===== src/rtl/bpa_pkg.sv =====
// Buddy page allocator package: field widths, codes, controller states,
// datapath commands and status flags. No dependencies.
package bpa_pkg;

  localparam int MODE_W      = 2;
  localparam int PAGE_W      = 12;
  localparam int COUNT_W     = 13;
  localparam int ORDER_W     = 5;
  localparam int STATUS_W    = 2;

  localparam int NUM_PAGES_DEF = 4096;
  localparam int MAX_ORDER_DEF = 10;

  typedef enum logic [MODE_W-1:0] {
    MODE_COUNT = 2'd0,
    MODE_ORDER = 2'd1,
    MODE_FREE  = 2'd2,
    MODE_BAD   = 2'd3
  } mode_t;

  typedef enum logic [STATUS_W-1:0] {
    ST_OK      = 2'd0,
    ST_INVALID = 2'd1,
    ST_OOM     = 2'd2
  } status_t;

  typedef enum logic [3:0] {
    S_CLEAR,
    S_IDLE,
    S_DECODE,
    S_FIND,
    S_SCAN_RD,
    S_SCAN_CHK,
    S_TAKE,
    S_SPLIT,
    S_FR_STEP,
    S_PB_START,
    S_PB_MARK,
    S_PB_BUD,
    S_PB_CLR2,
    S_RESP_OK,
    S_RESP_ERR,
    S_RESP_ALLOC
  } state_t;

  typedef enum logic [1:0] {
    PH_SPLIT,
    PH_FREE,
    PH_TAIL
  } phase_t;

  typedef enum logic [3:0] {
    OP_NONE,
    OP_CLEAR,
    OP_LOAD,
    OP_INIT,
    OP_CUR_INC,
    OP_SCAN_RD,
    OP_SCAN_NEXT,
    OP_TAKE,
    OP_SPLIT,
    OP_TAIL_INIT,
    OP_FR_STEP,
    OP_PB_RD,
    OP_PB_MARK,
    OP_PB_CLR1,
    OP_PB_CLR2,
    OP_RES
  } op_t;

  typedef struct packed {
    op_t     op;
    status_t st;
    logic    with_page;
  } cmd_t;

  typedef struct packed {
    logic clr_done;
    logic req_bad;
    logic req_nop;
    logic req_free;
    logic cur_over;
    logic cnt_zero;
    logic scan_end;
    logic rd_set;
    logic split_more;
    logic tail;
    logic fr_done;
    logic pb_oob;
    logic pb_top;
    logic out_free;
  } sts_t;

endpackage


===== src/rtl/bpa_ctrl.sv =====
// Buddy page allocator controller: sequences search, split, free and merge.
// Depends on bpa_pkg; drives commands into bpa_dp and reads its status.
module bpa_ctrl (
  input  logic          clk,
  input  logic          rst,
  input  logic          in_valid,
  output logic          in_ready,
  input  bpa_pkg::sts_t sts,
  output bpa_pkg::cmd_t cmd
);

  bpa_pkg::state_t state, state_next;
  bpa_pkg::phase_t phase, phase_next;
  bpa_pkg::state_t pb_ret;

  always_ff @(posedge clk) begin
    if (rst) begin
      state <= bpa_pkg::S_CLEAR;
      phase <= bpa_pkg::PH_FREE;
    end else begin
      state <= state_next;
      phase <= phase_next;
    end
  end

  always_comb begin
    pb_ret = (phase == bpa_pkg::PH_SPLIT) ? bpa_pkg::S_SPLIT : bpa_pkg::S_FR_STEP;
  end

  always_comb begin
    state_next = state;
    phase_next = phase;
    unique case (state)
      bpa_pkg::S_CLEAR:    if (sts.clr_done) state_next = bpa_pkg::S_IDLE;
      bpa_pkg::S_IDLE:     if (in_valid) state_next = bpa_pkg::S_DECODE;
      bpa_pkg::S_DECODE: begin
        if (sts.req_bad) begin
          state_next = bpa_pkg::S_RESP_ERR;
        end else if (sts.req_nop) begin
          state_next = bpa_pkg::S_RESP_OK;
        end else if (sts.req_free) begin
          state_next = bpa_pkg::S_FR_STEP;
          phase_next = bpa_pkg::PH_FREE;
        end else begin
          state_next = bpa_pkg::S_FIND;
        end
      end
      bpa_pkg::S_FIND: begin
        if (sts.cur_over) state_next = bpa_pkg::S_RESP_ERR;
        else if (!sts.cnt_zero) state_next = bpa_pkg::S_SCAN_RD;
      end
      bpa_pkg::S_SCAN_RD: begin
        state_next = sts.scan_end ? bpa_pkg::S_RESP_ERR : bpa_pkg::S_SCAN_CHK;
      end
      bpa_pkg::S_SCAN_CHK: begin
        state_next = sts.rd_set ? bpa_pkg::S_TAKE : bpa_pkg::S_SCAN_RD;
      end
      bpa_pkg::S_TAKE:     state_next = bpa_pkg::S_SPLIT;
      bpa_pkg::S_SPLIT: begin
        if (sts.split_more) begin
          state_next = bpa_pkg::S_PB_START;
          phase_next = bpa_pkg::PH_SPLIT;
        end else if (sts.tail) begin
          state_next = bpa_pkg::S_FR_STEP;
          phase_next = bpa_pkg::PH_TAIL;
        end else begin
          state_next = bpa_pkg::S_RESP_ALLOC;
        end
      end
      bpa_pkg::S_FR_STEP: begin
        if (!sts.fr_done) state_next = bpa_pkg::S_PB_START;
        else if (phase == bpa_pkg::PH_TAIL) state_next = bpa_pkg::S_RESP_ALLOC;
        else state_next = bpa_pkg::S_RESP_OK;
      end
      bpa_pkg::S_PB_START: state_next = sts.pb_oob ? pb_ret : bpa_pkg::S_PB_MARK;
      bpa_pkg::S_PB_MARK:  state_next = sts.pb_top ? pb_ret : bpa_pkg::S_PB_BUD;
      bpa_pkg::S_PB_BUD:   state_next = sts.rd_set ? bpa_pkg::S_PB_CLR2 : pb_ret;
      bpa_pkg::S_PB_CLR2:  state_next = bpa_pkg::S_PB_START;
      bpa_pkg::S_RESP_OK,
      bpa_pkg::S_RESP_ERR,
      bpa_pkg::S_RESP_ALLOC: if (sts.out_free) state_next = bpa_pkg::S_IDLE;
      default:             state_next = bpa_pkg::S_IDLE;
    endcase
  end

  always_comb begin
    in_ready      = 1'b0;
    cmd.op        = bpa_pkg::OP_NONE;
    cmd.st        = bpa_pkg::ST_OK;
    cmd.with_page = 1'b0;
    unique case (state)
      bpa_pkg::S_CLEAR:    cmd.op = bpa_pkg::OP_CLEAR;
      bpa_pkg::S_IDLE: begin
        in_ready = 1'b1;
        if (in_valid) cmd.op = bpa_pkg::OP_LOAD;
      end
      bpa_pkg::S_DECODE:   cmd.op = bpa_pkg::OP_INIT;
      bpa_pkg::S_FIND: begin
        if (!sts.cur_over && sts.cnt_zero) cmd.op = bpa_pkg::OP_CUR_INC;
      end
      bpa_pkg::S_SCAN_RD:  if (!sts.scan_end) cmd.op = bpa_pkg::OP_SCAN_RD;
      bpa_pkg::S_SCAN_CHK: if (!sts.rd_set) cmd.op = bpa_pkg::OP_SCAN_NEXT;
      bpa_pkg::S_TAKE:     cmd.op = bpa_pkg::OP_TAKE;
      bpa_pkg::S_SPLIT: begin
        if (sts.split_more) cmd.op = bpa_pkg::OP_SPLIT;
        else if (sts.tail) cmd.op = bpa_pkg::OP_TAIL_INIT;
      end
      bpa_pkg::S_FR_STEP:  if (!sts.fr_done) cmd.op = bpa_pkg::OP_FR_STEP;
      bpa_pkg::S_PB_START: if (!sts.pb_oob) cmd.op = bpa_pkg::OP_PB_RD;
      bpa_pkg::S_PB_MARK:  cmd.op = bpa_pkg::OP_PB_MARK;
      bpa_pkg::S_PB_BUD:   if (sts.rd_set) cmd.op = bpa_pkg::OP_PB_CLR1;
      bpa_pkg::S_PB_CLR2:  cmd.op = bpa_pkg::OP_PB_CLR2;
      bpa_pkg::S_RESP_OK: begin
        if (sts.out_free) cmd.op = bpa_pkg::OP_RES;
      end
      bpa_pkg::S_RESP_ERR: begin
        if (sts.out_free) cmd.op = bpa_pkg::OP_RES;
        cmd.st = sts.req_bad ? bpa_pkg::ST_INVALID : bpa_pkg::ST_OOM;
      end
      bpa_pkg::S_RESP_ALLOC: begin
        if (sts.out_free) cmd.op = bpa_pkg::OP_RES;
        cmd.with_page = 1'b1;
      end
      default:             cmd.op = bpa_pkg::OP_NONE;
    endcase
  end

endmodule


===== config.mk =====
export PLATFORM = sky130hd
export DESIGN_NAME = bpa_ctrl
export DESIGN_NICKNAME = d
export VERILOG_FILES = /design/src/rtl/bpa_pkg.sv /design/src/rtl/bpa_ctrl.sv
export SDC_FILE = /design/constraint.sdc
export NUM_CORES = 1
export LEC_CHECK = 0
export BUFFER_PORTS_ARGS = -buffer_cell sky130_fd_sc_hd__buf_4
export CORE_MARGIN = 5
export CORE_UTILIZATION = 47
export CTS_CLUSTER_SIZE = 30
export DETAILED_ROUTE_END_ITERATION = 10
export MAX_ROUTING_LAYER = met4
export PLACE_DENSITY = 0.73
export SLEW_MARGIN = 10
export SYNTH_ARGS = -nofsm -noshare
export SYNTH_HDL_FRONTEND = slang
export SYNTH_SLANG_ARGS = --single-unit

===== constraint.sdc =====
create_clock -name clk -period 1.5 [get_ports clk]
set_clock_uncertainty 0.05 [all_clocks]
set_input_delay 0.3 -clock clk [delete_from_list [all_inputs] [get_ports clk]]
set_output_delay 0.3 -clock clk [all_outputs]
set_load 0.005 [all_outputs]

==> qor.yml <==
final_hold_viol_count: 0
grt_use_total: 0.3466
hpwl_mm: 2.818
final_antenna_net_count: 0
synth_top_family_by_area: "simple AND/OR/NAND/NOR gates"
drive_gt1_frac: 0.5637
switching_share: 0.4361
synth_cell_types: 43
synth_flop_cell: "dfxtp_1"
cts_root_buf: "clkbuf_4"
cp-start-kind: "register"
slowest_stage: "dfxtp_4"
die_h_um: 54.69
synth.area.top_cells: "dfxtp_1 (13%), nand2_1 (9.2%), nor2b_1 (4.7%)"
irDropWorstVdd_uv: 557.7
fin_setup_tns_ns: -3.131
numCtsBuffers: 3
pwr-share-seq: 0.177
hold_path_end: "state[2]"
critPathKind: "register to output port"
p_int_w: 0.0006679
relSlewSlack: 0.7644
die_w_um: 54.69
crit_fanout: 5
synthMuxAreaShare: 0.03200
portBuffers: 24
start_util: 0.4832
synth_fa_ha_area_frac: 0
fin_nets: 223
fin_crit_sh: 1.365
drt_wl_total_mm: 5.014
dpl_cell_area_um2: 1349
crit_family: "buffers and inverters"
synth_edf_count: 0
outcome: "complete, but fails checks"
finalCriticalPeriod_ns: 2.048
dpl.cell_count: 214
worstPathCellList: "buf_4, buf_6, inv_4, nor2_1, a31oi_1, o211ai_1, buf_4"
synth_nets: 157
fp.dieArea_um2: 2990
worstHoldStart: "rst"
timing.fmax_ghz: 0.4882
cts-htree-levels: 1
cts_tree: "yes"
fin_ws_ns: -0.5482
preCtsSetupSlack_ns: -0.2419
netlist_area_um2: 938.4
synth_area_per_cell_um2: 6.703
powerDensity_nw_per_um2: 686.4
rows: 16
ys_ff_latch: 6
rsz0062_at_grt: "true"
grt_pass1_wl_mm: 6.906
worst_slew_pin_slew_ns: 0.3508
power.leakage_nw: 0.7346
synthSimpleGateAreaFrac: 0.4133
grt_pass1_vias: 1364
drt_iter0_drc: 79
pin_count: 25
worstSkewPairLatency_ns: 0.26
wl_per_cell_um: 21.71
slew_viol_final: 0
clkTransAtPathRegs_ns: 0.05
violations: "setup timing"
viasPerCell: 6.584
ys_async_sr_fraction: 0
rr_startpoint: "state[1]"
crit_top_cell: "buf_4"
r2r_slack_ns: -0.24
layoutNonFillerInstCount: 231
clock_path_buffers: 2
synth_cells: 140
synth_commonest_cells: "nand2_1 (23), nor2_1 (9), o21ai_0 (8)"
fin_area_um2: 1725
yosysTopAreaCellShare: 0.1280
drt_first_pass_iters: 5
r2r.worst_path.cells: 8
antenna_found_initial: 0
finalSetupViolations: 12
grt_overflow: 0
p_comb_frac: 0.683
maxCapViolCount: 0
yosys_warnings: 0
slowest_delay_ns: 0.39
holdPathStages: 2
synthXorXnorAreaFrac: 0
synth_compound_gate_area_share: 0.3347
vias: 1521
cts_hold_buf: 0
area_delta_synth_final_pct: 83.87
post-synth-top-count-cell: "nand2_1"
antenna_cells: 0
arrival_ns: 1.70
grt_max_degree: 14
coreArea_um2: 1942
cts_sinks: 6
p_switching_w: 0.0005165
gp_congestion: 0.9753
yosys.area.top_type: "dfxtp_1"
crit_required_ns: 1.15
clock_power_share: 0.140
path_buf_inv: 4
drc: 0
seq_area_frac_synth: 0.1280
crit_path_end_kind: "output port"
reg2reg_to: "state[0]"
hp-class: "primary input to register"
flip-flops by register name (all words and copies together) (netlist names):
name	cells
state	4
phase	2
layout by cell type (no fill, tap or decap), types with 3 or more instances in the layout:
cell type / netlist / final
dfxtp_4: 0 / 4
o21ai_2: 1 / 4
o21ai_0: 8 / 3
nand4_1: 6 / 6
a31oi_1: 5 / 5
nand3_1: 6 / 6
a221oi_2: 2 / 3
nand2_1: 23 / 21
a21oi_2: 0 / 4
clkbuf_4: 0 / 3
nor3_1: 6 / 3
nor2b_1: 7 / 5
a21oi_1: 7 / 3
mux2i_1: 3 / 3
nand2b_1: 5 / 3
nor2_1: 9 / 7
buf_4: 2 / 56
nor2_4: 1 / 4
a21o_1: 3 / 3
nor3_2: 0 / 3
buf_6: 2 / 14
per-stage QoR:
step                      hold WS, ns  total power [W]    util
after detailed placement       0.4748        0.0007765  0.6946
after floorplan                0.3162        0.0005025       -
after global placement         0.4534        0.0007699  0.6946
after CTS                      0.1920         0.001050  0.8280
final                          0.2095         0.001184  0.8885
after global routing           0.2034         0.001235  0.8885
power groups by stage:
stage               Sequential [W]  Clock [W]  Combinational (W)
floorplan                 0.000182          0           0.000321
global placement          0.000201          0           0.000569
detailed placement        0.000201          0           0.000575
CTS                       0.000206   0.000163           0.000682
global route              0.000210   0.000180           0.000845
finish                    0.000210   0.000166           0.000809
layout make-up:
type,count,area (um2)
clock buffer,3,22.52
fill,101,216.5
inverter,4,20.02
multi-input combinational,119,895.9
sequential,6,135.1
tap,27,33.78
timing repair buffer,72,618.1
cell families after synthesis:
kind of cell / Yosys count
AND/OR/NAND/NOR: 74
AO/OA/AOI/OAI: 42
buffers and inverters: 15
flip-flops: 6
multiplexers: 3
what timing repair did:
| item | in CTS | in global routing |
|---|---|---|
| pin swaps | 11 | 13 |
| setup endpoints to repair | 14 | 13 |
| hold endpoints to repair | 0 | 0 |
| buffers inserted | 11 | 5 |
| resized for setup | 43 | 28 |
per-layer routing:
metal,wire (um),track usage
met1,1833,0.4219
met2,2244,0.5453
met5,0,-
met4,375,0.2075
met3,560,0.03542
worst max path at each step:
stage	end	start	cells after the start	slack (ns)
after CTS	cmd[3]	state[1]	5	-0.37
after global routing	cmd[4]	state[1]	7	-0.56
after global placement	cmd[3]	state[1]	6	-0.22
after detailed placement	cmd[3]	state[1]	6	-0.24
after floorplan	cmd[3]	state[2]	6	-0.04
final	cmd[4]	state[1]	7	-0.55
(Power assumes the default switching activity.)
